[src/design/pdci_pkg.sv]
// ----------------------------------------------------------------------------
// pdci_pkg
// Shared constants and types for the pickup/delivery cheapest-insertion block.
// ----------------------------------------------------------------------------
`default_nettype none

package pdci_pkg;

	// Route limits
	localparam int MAX_STOPS = 16;
	localparam int MAX_LOAD  = 15;

	// Field widths
	localparam int TIME_W  = 24;
	localparam int LOAD_IN_W = 4;
	localparam int ALPHA_W = 16;
	localparam int POS_W   = 5;
	localparam int COST_W  = 48;
	localparam int STAT_W  = 2;

	// Route store geometry: one entry per stop plus the end slot
	localparam int IDX_W  = $clog2(MAX_STOPS + 1);
	localparam int LOAD_W = 6;
	localparam int ARR_W  = 29;
	localparam int PK_W   = $clog2(MAX_STOPS + 1);

	// Cost datapath widths
	localparam int COEF_W = 7;
	localparam int VAL_W  = 28;
	localparam int PROD_W = COEF_W + VAL_W;
	localparam int ACC_W  = 40;
	localparam int TOT_W  = ACC_W + ALPHA_W + 2;
	localparam int NSTEP  = 6;
	localparam int STEP_W = $clog2(NSTEP);

	// Item queue between front and back
	localparam int QDEPTH = 4;
	localparam int QPTR_W = $clog2(QDEPTH);
	localparam int QCNT_W = $clog2(QDEPTH + 1);

	localparam logic [TIME_W-1:0]  UNREACH     = '1;
	localparam logic [ALPHA_W-1:0] ALPHA_RESET = 16'd256;

	typedef enum logic [STAT_W-1:0] {
		ST_FOUND    = 2'd0,
		ST_NONE     = 2'd1,
		ST_BROKEN   = 2'd2,
		ST_OVERFLOW = 2'd3
	} status_t;

	typedef enum logic [1:0] {
		CLS_HEADER = 2'd0,
		CLS_STOP   = 2'd1,
		CLS_END    = 2'd2
	} cls_t;

	typedef struct packed {
		cls_t                  cls;
		logic [LOAD_IN_W-1:0]  start_load;
		logic [LOAD_IN_W-1:0]  capacity;
		logic [TIME_W-1:0]     direct_time;
		logic [TIME_W-1:0]     seg_time;
		logic                  pickup_stop;
		logic [TIME_W-1:0]     pred_to_pickup;
		logic [TIME_W-1:0]     pickup_to_stop;
		logic [TIME_W-1:0]     pred_to_delivery;
		logic [TIME_W-1:0]     delivery_to_stop;
	} item_t;

	typedef struct packed {
		logic [TIME_W-1:0]        leg;
		logic signed [LOAD_W-1:0] load;
		logic [ARR_W-1:0]         arr;
		logic [PK_W-1:0]          pkb;
		logic [TIME_W-1:0]        p2p;
		logic [TIME_W-1:0]        pk2s;
		logic [TIME_W-1:0]        p2d;
		logic [TIME_W-1:0]        d2s;
	} entry_t;

endpackage

`default_nettype wire

[src/design/pdci_in_if.sv]
// ----------------------------------------------------------------------------
// pdci_in_if
// Input item channel: header and slot items with valid/ready.
// ----------------------------------------------------------------------------
`default_nettype none

interface pdci_in_if;
	logic        valid;
	logic        ready;
	logic        kind;
	logic [3:0]  start_load;
	logic [3:0]  capacity;
	logic [23:0] direct_time;
	logic [23:0] seg_time;
	logic        pickup_stop;
	logic [23:0] pred_to_pickup;
	logic [23:0] pickup_to_stop;
	logic [23:0] pred_to_delivery;
	logic [23:0] delivery_to_stop;
	logic        last;

	modport source (
		output valid, kind, start_load, capacity, direct_time, seg_time, pickup_stop,
		       pred_to_pickup, pickup_to_stop, pred_to_delivery, delivery_to_stop, last,
		input  ready
	);
	modport sink (
		input  valid, kind, start_load, capacity, direct_time, seg_time, pickup_stop,
		       pred_to_pickup, pickup_to_stop, pred_to_delivery, delivery_to_stop, last,
		output ready
	);
endinterface

`default_nettype wire

[src/design/pdci_front.sv]
// ----------------------------------------------------------------------------
// pdci_front
// Accepts input items, classifies them and queues them for the back end.
// ----------------------------------------------------------------------------
`default_nettype none

module pdci_front (
	input  wire logic           clk,
	input  wire logic           arst_n,
	pdci_in_if.sink             items,
	output logic                q_valid,
	input  wire logic           q_ready,
	output pdci_pkg::item_t     q_item
);

	pdci_pkg::item_t                 fifo_mem [pdci_pkg::QDEPTH];
	logic [pdci_pkg::QPTR_W-1:0]     wr_ptr_q;
	logic [pdci_pkg::QPTR_W-1:0]     rd_ptr_q;
	logic [pdci_pkg::QCNT_W-1:0]     count_q;
	pdci_pkg::item_t                 push_item;
	logic                            push;
	logic                            pop;

	// Classify the incoming transaction
	always_comb begin
		push_item.start_load       = items.start_load;
		push_item.capacity         = items.capacity;
		push_item.direct_time      = items.direct_time;
		push_item.seg_time         = items.seg_time;
		push_item.pickup_stop      = items.pickup_stop;
		push_item.pred_to_pickup   = items.pred_to_pickup;
		push_item.pickup_to_stop   = items.pickup_to_stop;
		push_item.pred_to_delivery = items.pred_to_delivery;
		push_item.delivery_to_stop = items.delivery_to_stop;
		if (!items.kind) begin
			push_item.cls = pdci_pkg::CLS_HEADER;
		end else if (items.last) begin
			push_item.cls = pdci_pkg::CLS_END;
		end else begin
			push_item.cls = pdci_pkg::CLS_STOP;
		end
	end

	assign items.ready = (count_q != pdci_pkg::QCNT_W'(pdci_pkg::QDEPTH));
	assign push        = items.valid && items.ready;
	assign q_valid     = (count_q != '0);
	assign pop         = q_valid && q_ready;
	assign q_item      = fifo_mem[rd_ptr_q];

	// Store queued items
	always_ff @(posedge clk) begin
		if (push) begin
			fifo_mem[wr_ptr_q] <= push_item;
		end
	end

	// Advance pointers and occupancy
	always_ff @(posedge clk or negedge arst_n) begin
		if (!arst_n) begin
			wr_ptr_q <= '0;
			rd_ptr_q <= '0;
			count_q  <= '0;
		end else begin
			if (push) begin
				wr_ptr_q <= wr_ptr_q + 1'b1;
			end
			if (pop) begin
				rd_ptr_q <= rd_ptr_q + 1'b1;
			end
			if (push && !pop) begin
				count_q <= count_q + 1'b1;
			end else if (pop && !push) begin
				count_q <= count_q - 1'b1;
			end
		end
	end

endmodule

`default_nettype wire

[src/flat_wrapper.sv]
// flat-port wrapper written by rule: the top's interface ports become plain ports
module pdci_front_flat 
  (clk, arst_n, q_valid, q_ready, q_item, items_valid, items_kind, items_start_load, items_capacity, items_direct_time, items_seg_time, items_pickup_stop, items_pred_to_pickup, items_pickup_to_stop, items_pred_to_delivery, items_delivery_to_stop, items_last, items_ready);
  pdci_in_if items_i ();
  input  wire logic clk;
  input  wire logic arst_n;
  output logic q_valid;
  input  wire logic q_ready;
  output pdci_pkg::item_t q_item;
  input wire logic [$bits(items_i.valid)-1:0] items_valid;
  input wire logic [$bits(items_i.kind)-1:0] items_kind;
  input wire logic [$bits(items_i.start_load)-1:0] items_start_load;
  input wire logic [$bits(items_i.capacity)-1:0] items_capacity;
  input wire logic [$bits(items_i.direct_time)-1:0] items_direct_time;
  input wire logic [$bits(items_i.seg_time)-1:0] items_seg_time;
  input wire logic [$bits(items_i.pickup_stop)-1:0] items_pickup_stop;
  input wire logic [$bits(items_i.pred_to_pickup)-1:0] items_pred_to_pickup;
  input wire logic [$bits(items_i.pickup_to_stop)-1:0] items_pickup_to_stop;
  input wire logic [$bits(items_i.pred_to_delivery)-1:0] items_pred_to_delivery;
  input wire logic [$bits(items_i.delivery_to_stop)-1:0] items_delivery_to_stop;
  input wire logic [$bits(items_i.last)-1:0] items_last;
  output wire logic [$bits(items_i.ready)-1:0] items_ready;
  assign items_i.valid = items_valid;
  assign items_i.kind = items_kind;
  assign items_i.start_load = items_start_load;
  assign items_i.capacity = items_capacity;
  assign items_i.direct_time = items_direct_time;
  assign items_i.seg_time = items_seg_time;
  assign items_i.pickup_stop = items_pickup_stop;
  assign items_i.pred_to_pickup = items_pred_to_pickup;
  assign items_i.pickup_to_stop = items_pickup_to_stop;
  assign items_i.pred_to_delivery = items_pred_to_delivery;
  assign items_i.delivery_to_stop = items_delivery_to_stop;
  assign items_i.last = items_last;
  assign items_ready = items_i.ready;
  pdci_front u_core (.clk(clk), .arst_n(arst_n), .items(items_i), .q_valid(q_valid), .q_ready(q_ready), .q_item(q_item));
endmodule
[config.mk]
export PLATFORM = sky130hd
export DESIGN_NAME = pdci_front_flat
export DESIGN_NICKNAME = d
export VERILOG_FILES = /design/src/design/pdci_pkg.sv /design/src/design/pdci_in_if.sv /design/src/design/pdci_front.sv /design/src/flat_wrapper.sv
export SDC_FILE = /design/constraint.sdc
export NUM_CORES = 1
export LEC_CHECK = 0
export BUFFER_PORTS_ARGS = -buffer_cell sky130_fd_sc_hd__clkbuf_2
export CORE_MARGIN = 8
export CORE_UTILIZATION = 23
export CTS_CLUSTER_DIAMETER = 100
export CTS_CLUSTER_SIZE = 20
export DETAILED_ROUTE_END_ITERATION = 8
export PLACE_DENSITY_LB_ADDON = 0.05
export SYNTH_ARGS = -nofsm -noshare
export SYNTH_HDL_FRONTEND = slang
export SYNTH_SLANG_ARGS = --single-unit
[constraint.sdc]
create_clock -name clk -period 8.1 [get_ports clk]
set_input_delay 0.405 -clock clk [delete_from_list [all_inputs] [get_ports clk]]
set_output_delay 0.405 -clock clk [all_outputs]
set_load 0.02 [all_outputs]
==> After elaboration in Yosys (flattened, before gate mapping) <==
Memory sizes are Yosys's and may differ from the RTL's.
Cells that the tools add are included.
{ "op_classes": {"add_sub_neg": 4, "n_mul": 0, "muxes": 6, "n_shift": 0, "magnitude_cmp": 0, "reduce_logical": 8, "eq_ne": 1, "bitwise_logic": 0, "div_mod_pow": 0} }
{ "ops": {"columns": ["op", "count"], "rows": [
  ["3-bit two-way mux", 2],
  ["2-bit by 1-bit adder with 2-bit output (second input constant)", 2],
  ["1-bit logical AND", 4],
  ["2-bit two-way mux", 2],
  ["3-bit by 1-bit adder with 3-bit output (second input constant)", 1],
  ["3-bit inequality test (second input constant)", 1],
  ["3-bit nonzero test", 1],
  ["3-bit by 1-bit subtractor with 3-bit output (second input constant)", 1],
  ["1-bit zero test", 2],
  ["1-bit two-way mux", 2],
  ["2-bit nonzero test", 1]
]} }
{ "totals": {"latch_bits": 0, "regBits": 7, "ramBits": 620, "n_memories": 1, "rom_bits": 0, "output_inout_bits": 157, "input_bits": 159} }
{ "mem_list": {"columns": ["name", "words", "word_bits", "rd", "rd_ports_with_merged_regs", "wr", "line_no", "text"], "rows": [
  ["u_core.fifo_mem", 4, 155, 1, 0, 1, "pdci_front.sv:16", "pdci_pkg::item_t fifo_mem [pdci_pkg::QDEPTH];"]
]} }

==> Depth between registers and ports, before layout <==
Gate-level depths: netlist of the first run.
{ "logic_depth": {"ltp_word": 6, "mapped_depth": 8} }

==> Worst setup path before layout of the first run <==
Ideal clock, no wire load.
{ "synth_timing": {"kind": "register -> register", "from": "register u_core.count_q[0] in the netlist's numbering", "to": "memory u_core.fifo_mem[0][0] in the netlist's numbering (enable)", "synth_period_minus_slack_ps": 4861, "n_path_buf": 0, "setup_ps": 533, "t_arrival_ps": 4327, "stages_incl_launch_ff": 4, "slack_ps": 3239, "cell_sequence": "dfrtp_1 -> nor2_1 -> a21boi_2 -> and2_1"} }
{ "synth_via": {"elab_chain_len": 4} }
{ "synth_lines": {"columns": ["item", "line_no", "text"], "rows": [
  ["from (decl)", "pdci_front.sv:19", "logic [pdci_pkg::QCNT_W-1:0] count_q;"],
  ["from (signal assigned)", "pdci_front.sv:71", "count_q <= count_q + 1'b1;"],
  ["from (signal assigned)", "pdci_front.sv:73", "count_q <= count_q - 1'b1;"],
  ["3-bit inequality test", "pdci_front.sv:44", "assign items.ready = (count_q != pdci_pkg::QCNT_W'(pdci_pkg::QDEPTH));"],
  ["1-bit logical AND", "pdci_front.sv:45", "assign push = items.valid && items.ready;"],
  ["via u_core.push", "pdci_front.sv:21", "logic push;"],
  ["1-bit two-way mux", "pdci_front.sv:52", "if (push) begin"],
  ["1-bit two-way mux (not written as such)", "pdci_front.sv:53", "fifo_mem[wr_ptr_q] <= push_item;"],
  ["to (decl)", "pdci_front.sv:16", null]
]} }
The timed path passes the listed nets, and every way through them passes these cells.

==> reports/results.env, run 1 <==
HOLD_VIOL_FINAL=0
FLOORPLAN.DIE.WIDTH_UM=332
SYNTH.NET_COUNT=1012
DIE_HEIGHT_UM=332
CTS.REPAIR_TIMING.SETUP_BUFFER_COUNT=0
YS_SEQ_AREA_FRAC=0.821
CLOCK_TREE.ROOT_CELL='sky130_fd_sc_hd__clkbuf_16'
CTS-BUFFERS-INSERTED=38
RSZ_0062_RAISED_AFTER_GLOBAL_ROUTING='false'
GRT_ANTENNA_BEFORE_REPAIR=5
CRITPATHCAPTURETYPE='output port'
TIMING.CRITICAL_PATH.CELLS='buf_4 -> mux4_2 -> clkbuf_2'
SETUP.WORST_PATH.CLASS='reg2out'
AREA_GROWTH_PCT=23.3
SYNTH_WARNINGS=0
DR_TOTAL_VIAS=10472
HTREEDEPTH=2
CORE_AREA_SQ_UM=98600
SYNTH.DISTINCT_CELLS=21
HOLD_BUF_CTS=125
GLOBAL_ROUTE.USAGE.MET1=0.129
POWER_PER_UNIT_OF_STANDARD_CELL_AREA_nW_PER_UM2=352
DRT_ITER0_DRC=465
GLOBALROUTEMET2UTIL=0.175
WORST-PATH-BUF-INV=2
DRT.ANTENNA.VIOLATING_NETS=0
DP_WIRELENGTH_UM=34800
HOLD_CLASS='in2reg'
REPORT.FINAL.SETUP_VIOL=0
CTSRESIZECOUNT=0
CP-START-KIND='register'
FINALNETCOUNT=1474
GPL.FINAL_WEIGHTED_CONGESTION=0.672
GRT_OVERFLOW_TOTAL=0
FINALWIRELENGTH_UM=58200
FP.DIEAREA_SQ_UM=110000
STATUS='complete, no violations'
CRITPATHARRIVALTIME_NS=3.30
CTS_TREE='yes'
CLKSLEWWORSTSETUPHOLDPATHS_NS=0.08
CLOCK.FMAX_MHz=270
TIMING.CLOCK.SKEW_NS=0.0250
MAX_SLEW_MARGIN=0.374
NETLIST_AREA_SQ_UM=22900
TOTAL_POWER_mW=9.95
CELL_AT_THE_SLOWEST_STAGE_OF_THE_CRITICAL_PATH='sky130_fd_sc_hd__dfrtp_4'
PATH_DELAY_FAMILY='buffers and inverters'
WIRE_LENGTH_PER_CELL_UM=22.3
LAUNCH_POINT_OF_THE_WORST_REG_TO_REG_PATH='u_core.count_q[0]'
MAX-VDD-IR-DROP_mV=0.176
STARTING_DENSITY_OF_THE_CORE=0.232
DETAIL_ROUTE.VIAS_PER_CELL=4.01
FINAL_PERIOD_UTILIZATION=0.458
FINAL.MIN_CLOCK_PERIOD_NS=3.71
CORE.ROWCOUNT=115
DETAILED_ROUTING_ITERATIONS_PASS_1=4
CRITICAL_PATH.MAX_FANOUT=39
CTS.PATH.MAX_BUFFERS=3
GRT_FIRST_PASS_WIRELENGTH_UM=85000
SHARE_OF_LAYOUT_CELLS_ABOVE_DRIVE_STRENGTH_1=0.408
WORSTSETUPSTARTPOINT='u_core.rd_ptr_q[0]'
YS_SEQ_ELEMENTS=627
FINAL-MAX-SLEW-VIOLATION-COUNT=0
DESIGN.PORTCOUNT=316
SYNTH_AREA_PER_CELL_SQ_UM=27.0
GRT-BUSIEST-LAYER='met2'
CRIT_PATH_MAX_INCR_DELAY_NS=1.01
DRC=0
TIMING.MAX_CAP.VIOLATIONS=0
VIA_COUNT_OF_THE_FIRST_GLOBAL_ROUTING_PASS=12041
TIMING.HOLD.WORST.START='items_pickup_to_stop[12]'
MAXIMUM_NUMBER_OF_PINS_ON_ONE_NET_BEFORE_GLOBAL_ROUTE_REPAIR=85
POST_ROUTE_WORST_HOLD_SLACK_NS=0.0507
SYNTH_CELLS=847
NUMPORTBUFFERS=315
CLK-INSERTION-DELAY-LATE_NS=0.59
TIGHTESTPINTRANSITION_NS=0.940
CRITICAL_PATH_REQUIRED_NS=7.70
LEAKAGEPOWER_nW=9.33
GR-USAGE-ALL-LAYERS=0.104
TNS_NS=0
CLOCK_SINKS=627
USE_MET3=0.0346
[final timing paths]
check	end	slack, ns	depth (start not counted)
hold reg to reg	u_core.count_q[2]	0.55	1
setup / recovery	q_item[31]	4.39	3
min in group asynchronous	u_core.wr_ptr_q[1]	0.21	2
hold / removal	u_core.fifo_mem[3][60]	0.05	1
setup reg to reg	u_core.fifo_mem[0][43]	4.91	5
max in group asynchronous	u_core.rd_ptr_q[0]	7.67	2
[worst reg2reg max path, delay by kind of cell, from the launching register on]
kind,cells,cell delay (ns)
compound gates,1,0.32
simple gates,2,0.88
flops,1,0.43
buf+inv,2,1.15
[flip-flops by register name, indices dropped and copies added, names as in the netlist]
register / cells
u_core.fifo_mem: 620
u_core.count_q: 3
u_core.rd_ptr_q: 2
u_core.wr_ptr_q: 2
[report_power, final]
part	leakage, nW	internal, mW	switching (mW)
logic	3.03	1.29	2.17
clock network	0.534	0.924	1.07
registers	5.76	4.28	0.223
[final cells by class]
| type | count | area, sq um |
|---|---|---|
| diodes | 2 | 5.00 |
| clock buffers | 48 | 1050 |
| clock inverters | 5 | 40.0 |
| fillers | 9684 | 70300 |
| inverters | 3 | 11.3 |
| multi-input cells | 182 | 3730 |
| flip-flops and latches | 627 | 18800 |
| well taps | 1287 | 1610 |
| repair buffers | 457 | 2980 |
[layout by cell type (no fill, tap or decap)]
| cell | synthesis | layout |
|---|---|---|
| sky130_fd_sc_hd__and2_4 | 0 | 4 |
| sky130_fd_sc_hd__clkinv_2 | 0 | 1 |
| sky130_fd_sc_hd__nand2_1 | 2 | 2 |
| sky130_fd_sc_hd__fa_1 | 1 | 1 |
| sky130_fd_sc_hd__inv_8 | 0 | 1 |
| sky130_fd_sc_hd__buf_12 | 11 | 2 |
| sky130_fd_sc_hd__clkinv_1 | 0 | 2 |
| sky130_fd_sc_hd__nor2b_1 | 1 | 1 |
| sky130_fd_sc_hd__clkbuf_2 | 0 | 315 |
| sky130_fd_sc_hd__a21boi_2 | 1 | 1 |
| sky130_fd_sc_hd__dfrtp_4 | 0 | 2 |
| sky130_fd_sc_hd__inv_12 | 0 | 1 |
| sky130_fd_sc_hd__xor2_1 | 2 | 2 |
| sky130_fd_sc_hd__diode_2 | 0 | 2 |
| sky130_fd_sc_hd__edfxtp_1 | 620 | 620 |
| sky130_fd_sc_hd__ha_1 | 5 | 5 |
| sky130_fd_sc_hd__nand3_1 | 1 | 1 |
| sky130_fd_sc_hd__dlygate4sd3_1 | 0 | 125 |
| sky130_fd_sc_hd__mux4_2 | 155 | 155 |
| sky130_fd_sc_hd__or3_1 | 1 | 1 |
| sky130_fd_sc_hd__inv_1 | 3 | 3 |
| sky130_fd_sc_hd__nor2_1 | 2 | 2 |
| sky130_fd_sc_hd__clkbuf_1 | 2 | 7 |
| sky130_fd_sc_hd__and2_1 | 5 | 1 |
| sky130_fd_sc_hd__buf_4 | 2 | 15 |
| sky130_fd_sc_hd__xnor2_1 | 4 | 4 |
| sky130_fd_sc_hd__mux2_2 | 2 | 2 |
| sky130_fd_sc_hd__dfrtp_1 | 7 | 5 |
| sky130_fd_sc_hd__clkbuf_16 | 0 | 41 |
[cell usage after synthesis]
| library cell | count | area (sq um) |
|---|---|---|
| sky130_fd_sc_hd__edfxtp_1 | 620 | 18600 |
| sky130_fd_sc_hd__mux4_2 | 155 | 3490 |
| sky130_fd_sc_hd__buf_2 | 15 | 75.1 |
| sky130_fd_sc_hd__buf_12 | 11 | 220 |
| sky130_fd_sc_hd__dfrtp_1 | 7 | 175 |
| sky130_fd_sc_hd__and2_1 | 5 | 31.3 |
| sky130_fd_sc_hd__buf_6 | 5 | 56.3 |
| sky130_fd_sc_hd__ha_1 | 5 | 62.6 |
| sky130_fd_sc_hd__xnor2_1 | 4 | 35.0 |
| sky130_fd_sc_hd__inv_1 | 3 | 11.3 |
| sky130_fd_sc_hd__buf_4 | 2 | 15.0 |
| sky130_fd_sc_hd__clkbuf_1 | 2 | 7.51 |
| sky130_fd_sc_hd__mux2_2 | 2 | 22.5 |
| sky130_fd_sc_hd__nand2_1 | 2 | 7.51 |
| sky130_fd_sc_hd__nor2_1 | 2 | 7.51 |
| sky130_fd_sc_hd__xor2_1 | 2 | 17.5 |
| sky130_fd_sc_hd__a21boi_2 | 1 | 11.3 |
| sky130_fd_sc_hd__fa_1 | 1 | 20.0 |
| sky130_fd_sc_hd__nand3_1 | 1 | 5.00 |
| sky130_fd_sc_hd__nor2b_1 | 1 | 6.26 |
| sky130_fd_sc_hd__or3_1 | 1 | 6.26 |
[routing by layer]
metal  share of wire  up-vias
li1                -     4557
met1            0.43     5611
met2            0.48      237
met3           0.073       61
met4           0.017        6
met5         0.00065        -
[cells by family after synthesis]
kind of cell               count (synthesis)  synth area share
and+or+nand+nor                           12           0.00279
adders and majority gates                  6           0.00361
buffers and inverters                     38            0.0168
AOI/OAI and AO/OA                          1          0.000492
xor gates and xnor gates                   6           0.00229
muxes                                    157             0.153
DFF                                      627             0.821
[per-stage QoR]
step,cell area (sq um),util,std cells,worst slack [ns]
finish,28200,0.286,2611,4.39
global route,28200,0.286,2609,3.98
CTS,28200,0.286,2609,4.10
detailed placement,25900,0.263,2431,4.78
global placement,25900,0.263,2431,4.78
floorplan,22900,-,847,3.24
Note: power is estimated with default switching activity, not from simulation.
==> run 2: changes to the inputs <==
--- a/config.mk
+++ b/config.mk
@@ -5,6 +5,7 @@
 export SDC_FILE = /design/constraint.sdc
 export NUM_CORES = 1
 export LEC_CHECK = 0
+export ABC_AREA = 1
 export BUFFER_PORTS_ARGS = -buffer_cell sky130_fd_sc_hd__clkbuf_2
 export CORE_MARGIN = 8
 export CORE_UTILIZATION = 23
==> constraint.sdc (replaced) <==
create_clock -name clk -period 3.3 [get_ports clk]
set_input_delay 0.165 -clock clk [delete_from_list [all_inputs] [get_ports clk]]
set_output_delay 0.165 -clock clk [all_outputs]
set_load 0.02 [all_outputs]
==> reports/results.env, run 2 <==
STATUS='complete, no violations'  # unchanged
STARTING_DENSITY_OF_THE_CORE=0.232  # about the same
VIA_COUNT_OF_THE_FIRST_GLOBAL_ROUTING_PASS=15557  # was 12,041
RSZ_0062_RAISED_AFTER_GLOBAL_ROUTING='false'  # unchanged
GR-USAGE-ALL-LAYERS=0.111  # was 0.104
MAX_SLEW_MARGIN=0.511  # was 0.374
REPORT.FINAL.SETUP_VIOL=0  # unchanged
AREA_GROWTH_PCT=23.2  # was 23.3%
CRITPATHCAPTURETYPE='output port'  # unchanged
CTS_TREE='yes'  # unchanged
PRE_CTS_WS_NS=1.09  # was 4.78 ns
YS_ASYNC_SR_FRACTION=0.0112  # unchanged
LEAKAGEPOWER_nW=12.1  # was 9.33 nW
MAX_FLOP_REGISTER='u_core.fifo_mem'  # unchanged
TNS_NS=0  # unchanged
CTS-BUFFERS-INSERTED=40  # was 38
MAX-VDD-IR-DROP_mV=0.402  # was 0.176 mV
SYNTH.NET_COUNT=2037  # was 1,012
FINALWIRELENGTH_UM=68700  # was 58,200 um
CLOCK.FMAX_MHz=353
CLOCK_TREE.ROOT_CELL='sky130_fd_sc_hd__clkbuf_16'  # unchanged
CTS.REPAIR_TIMING.SETUP_BUFFER_COUNT=0  # unchanged
TIMING.MAX_CAP.VIOLATIONS=0  # unchanged
SYNTH_CELLS=1872  # was 847
CLK-INSERTION-DELAY-LATE_NS=0.60  # was 0.59 ns
GLOBAL_ROUTE.USAGE.MET1=0.136  # was 0.129
DRT_ITER0_DRC=649  # was 465
CRITICAL_PATH.MAX_FANOUT=163  # was 39
DETAIL_ROUTE.VIAS_PER_CELL=4.00  # was 4.01
DESIGN.PORTCOUNT=316  # unchanged
CRITPATHARRIVALTIME_NS=2.67  # was 3.30 ns
DIE_HEIGHT_UM=347  # was 332 um
FINAL_PERIOD_UTILIZATION=0.860
GRT_OVERFLOW_TOTAL=0  # unchanged
FP.DIEAREA_SQ_UM=120000  # was 110,000 sq um
NETLIST_AREA_SQ_UM=25200  # was 22,900 sq um
TIGHTESTPINTRANSITION_NS=0.733  # was 0.940 ns
YS_SEQ_ELEMENTS=627  # unchanged
DETAILED_ROUTING_ITERATIONS_PASS_1=4  # unchanged
FILL_CELLS=11129  # was 9,684
YS_SEQ_AREA_FRAC=0.746  # was 0.821
SYNTH_ENABLE_FLOP_CELLS=620  # unchanged
GLOBALROUTEMET2UTIL=0.198  # was 0.175
YOSYS-TOP-CELLS-COUNT='sky130_fd_sc_hd__edfxtp_1, sky130_fd_sc_hd__nand2_1, sky130_fd_sc_hd__inv_1'  # was sky130_fd_sc_hd__edfxtp_1, sky130_fd_sc_hd__mux4_2, sky130_fd_sc_hd__buf_2
GRT_FIRST_PASS_WIRELENGTH_UM=102000  # was 85,000 um
LAYOUT_COMMONEST_CELL='sky130_fd_sc_hd__edfxtp_1'  # unchanged
USE_MET3=0.0268  # was 0.0346
SYNTHMOSTINSTANTIATEDCELL='sky130_fd_sc_hd__edfxtp_1'  # unchanged
POWER_PER_UNIT_OF_STANDARD_CELL_AREA_nW_PER_UM2=859  # was 352 nW/um^2
POST-PLACE-CELLS=3531  # was 2,431
SYNTH_WARNINGS=0  # unchanged
MAXIMUM_NUMBER_OF_PINS_ON_ONE_NET_BEFORE_GLOBAL_ROUTE_REPAIR=164  # was 85
CORE_AREA_SQ_UM=109000  # was 98,600 sq um
LAYOUT.CELLS.MOST_COMMON_LIST='sky130_fd_sc_hd__edfxtp_1, sky130_fd_sc_hd__nand2_1, sky130_fd_sc_hd__inv_1'  # was sky130_fd_sc_hd__edfxtp_1, sky130_fd_sc_hd__clkbuf_2, sky130_fd_sc_hd__mux4_2
LAYOUT.CELLS.NON_FILLER=3752  # was 2,611
DR_TOTAL_VIAS=15024  # was 10,472
DP_WIRELENGTH_UM=40700  # was 34,800 um
HOLD_VIOL_FINAL=0  # unchanged
DRC=0  # unchanged
CTSRESIZECOUNT=0  # unchanged
SHARE_OF_LAYOUT_CELLS_ABOVE_DRIVE_STRENGTH_1=0.176  # was 0.408
SYNTH.LARGEST_AREA_CELL='sky130_fd_sc_hd__edfxtp_1'  # unchanged
CP-START-KIND='register'  # unchanged
SYNTH.DISTINCT_CELLS=17  # was 21
HOLD_BUF_CTS=160  # was 125
TIMING.CLOCK.SKEW_NS=0.0189  # was 0.0250 ns
CRITICAL_PATH_REQUIRED_NS=3.13  # was 7.70 ns
HOLD_CLASS='in2reg'  # unchanged
TIMING.FINAL.WS_SETUP_NS=0.464  # was 4.39 ns
FLOORPLAN.DIE.WIDTH_UM=347  # was 332 um
YOSYS-TOP-CELLS-AREA='sky130_fd_sc_hd__edfxtp_1, sky130_fd_sc_hd__o211ai_1, sky130_fd_sc_hd__nand2_1'  # was sky130_fd_sc_hd__edfxtp_1, sky130_fd_sc_hd__mux4_2, sky130_fd_sc_hd__buf_12
GPL.FINAL_WEIGHTED_CONGESTION=0.688  # was 0.672
LARGEST_REG_FLOPS=620  # unchanged
CLKSLEWWORSTSETUPHOLDPATHS_NS=0.09  # was 0.08 ns
PLACEDINSTANCEAREA_SQ_UM=28200  # was 25,900 sq um
HTREEDEPTH=2  # unchanged
FINALNETCOUNT=2484  # was 1,474
SETUP.WORST_PATH.CLASS='reg2out'  # unchanged
POST_ROUTE_WORST_HOLD_SLACK_NS=0.324  # was 0.0507 ns
DRT.ANTENNA.VIOLATING_NETS=0  # unchanged
TOTAL_POWER_mW=26.7  # was 9.95 mW
GRT-BUSIEST-LAYER='met2'  # unchanged
YS_DOMINANT_REG_CELL='sky130_fd_sc_hd__edfxtp_1'  # unchanged
FINAL.MIN_CLOCK_PERIOD_NS=2.84
FINAL-MAX-SLEW-VIOLATION-COUNT=0  # unchanged
CTS.PATH.MAX_BUFFERS=3  # unchanged
FINALCOREUTILIZATION=0.285  # was 0.286
CORE.ROWCOUNT=121  # was 115
NUMPORTBUFFERS=315  # unchanged
POSTLAYOUTCELLAREA_SQ_UM=31000  # was 28,200 sq um
CLOCK_SINKS=627  # unchanged
TOP_REGS='u_core.fifo_mem: 620 flops, u_core.count_q: 3 flops'  # unchanged
WIRE_LENGTH_PER_CELL_UM=18.3  # was 22.3 um
GRT_ANTENNA_BEFORE_REPAIR=4  # was 5
SYNTH_LARGEST_TYPE_AREA_FRACTION=0.739  # was 0.813
SYNTH_AREA_PER_CELL_SQ_UM=13.5  # was 27.0 sq um
==> run 2: cells by family (layout without fill, tap and decap cells) <==
group / Yosys count / after routing / synth area share
flip-flops: 627 / 627 / 0.746
AND/OR/NAND/NOR: 497 / 497 / 0.0745
AO/OA/AOI/OAI: 311 / 311 / 0.0925
XOR/XNOR: 1 / 1 / 0.000348
buffers and inverters: 430 / 894 / 0.0839
other: 0 / 2 / 0
adder cells (fa/ha/maj): 6 / 6 / 0.00328
==> run 2: area by class of cell <==
type / instances / area, sq um / area share
inverters: 327 / 1250 / 0.0402
multi-input cells: 815 / 4360 / 0.140
well taps: 1414 / 1770 / 0.0570
clock buffers: 47 / 1050 / 0.0338
diodes: 2 / 5.00 / 0.000161
repair buffers: 508 / 3630 / 0.117
flip-flops and latches: 627 / 18800 / 0.605
clock inverters: 12 / 191 / 0.00617
==> run 2: worst max-delay path, cell delays in order, from the launching register on <==
cell and delay, ns:
sky130_fd_sc_hd__dfrtp_1 0.51, sky130_fd_sc_hd__inv_16 0.41, sky130_fd_sc_hd__buf_12 0.37, sky130_fd_sc_hd__nand2_1 0.08, sky130_fd_sc_hd__o211ai_1 0.10, sky130_fd_sc_hd__nand2_1 0.16, sky130_fd_sc_hd__clkbuf_2 0.19
==> run 2: path summary, 6_finish.rpt <==
check	start	endpoint	slack, ns	depth (start not counted)
setup / recovery	u_core.rd_ptr_q[0]	q_item[46]	0.46	6
hold / removal	items_delivery_to_stop[5]	u_core.fifo_mem[3][5]	0.32	2
setup reg to reg	u_core.wr_ptr_q[0]	u_core.fifo_mem[2][150]	1.29	5
hold reg to reg	u_core.wr_ptr_q[1]	u_core.wr_ptr_q[1]	0.54	2
max in group asynchronous	arst_n	u_core.rd_ptr_q[1]	2.25	3
min in group asynchronous	arst_n	u_core.rd_ptr_q[0]	0.67	3
==> run 2: where the power goes <==
group | leakage, nW | switching, mW | internal (mW) | total (mW)
sequential | 5.76 | 0.370 | 10.4 | 10.8
clock | 0.598 | 2.75 | 2.61 | 5.36
combinational | 5.75 | 7.57 | 2.94 | 10.5
total | 12.1 | 10.7 | 16.0 | 26.7
==> run 2: per-layer routing <==
layer | vias up | share of wire
met1 | 7312 | 0.44
li1 | 7433 | -
met4 | 2 | 0.016
met3 | 60 | 0.045
met5 | - | 0.00017
met2 | 217 | 0.50
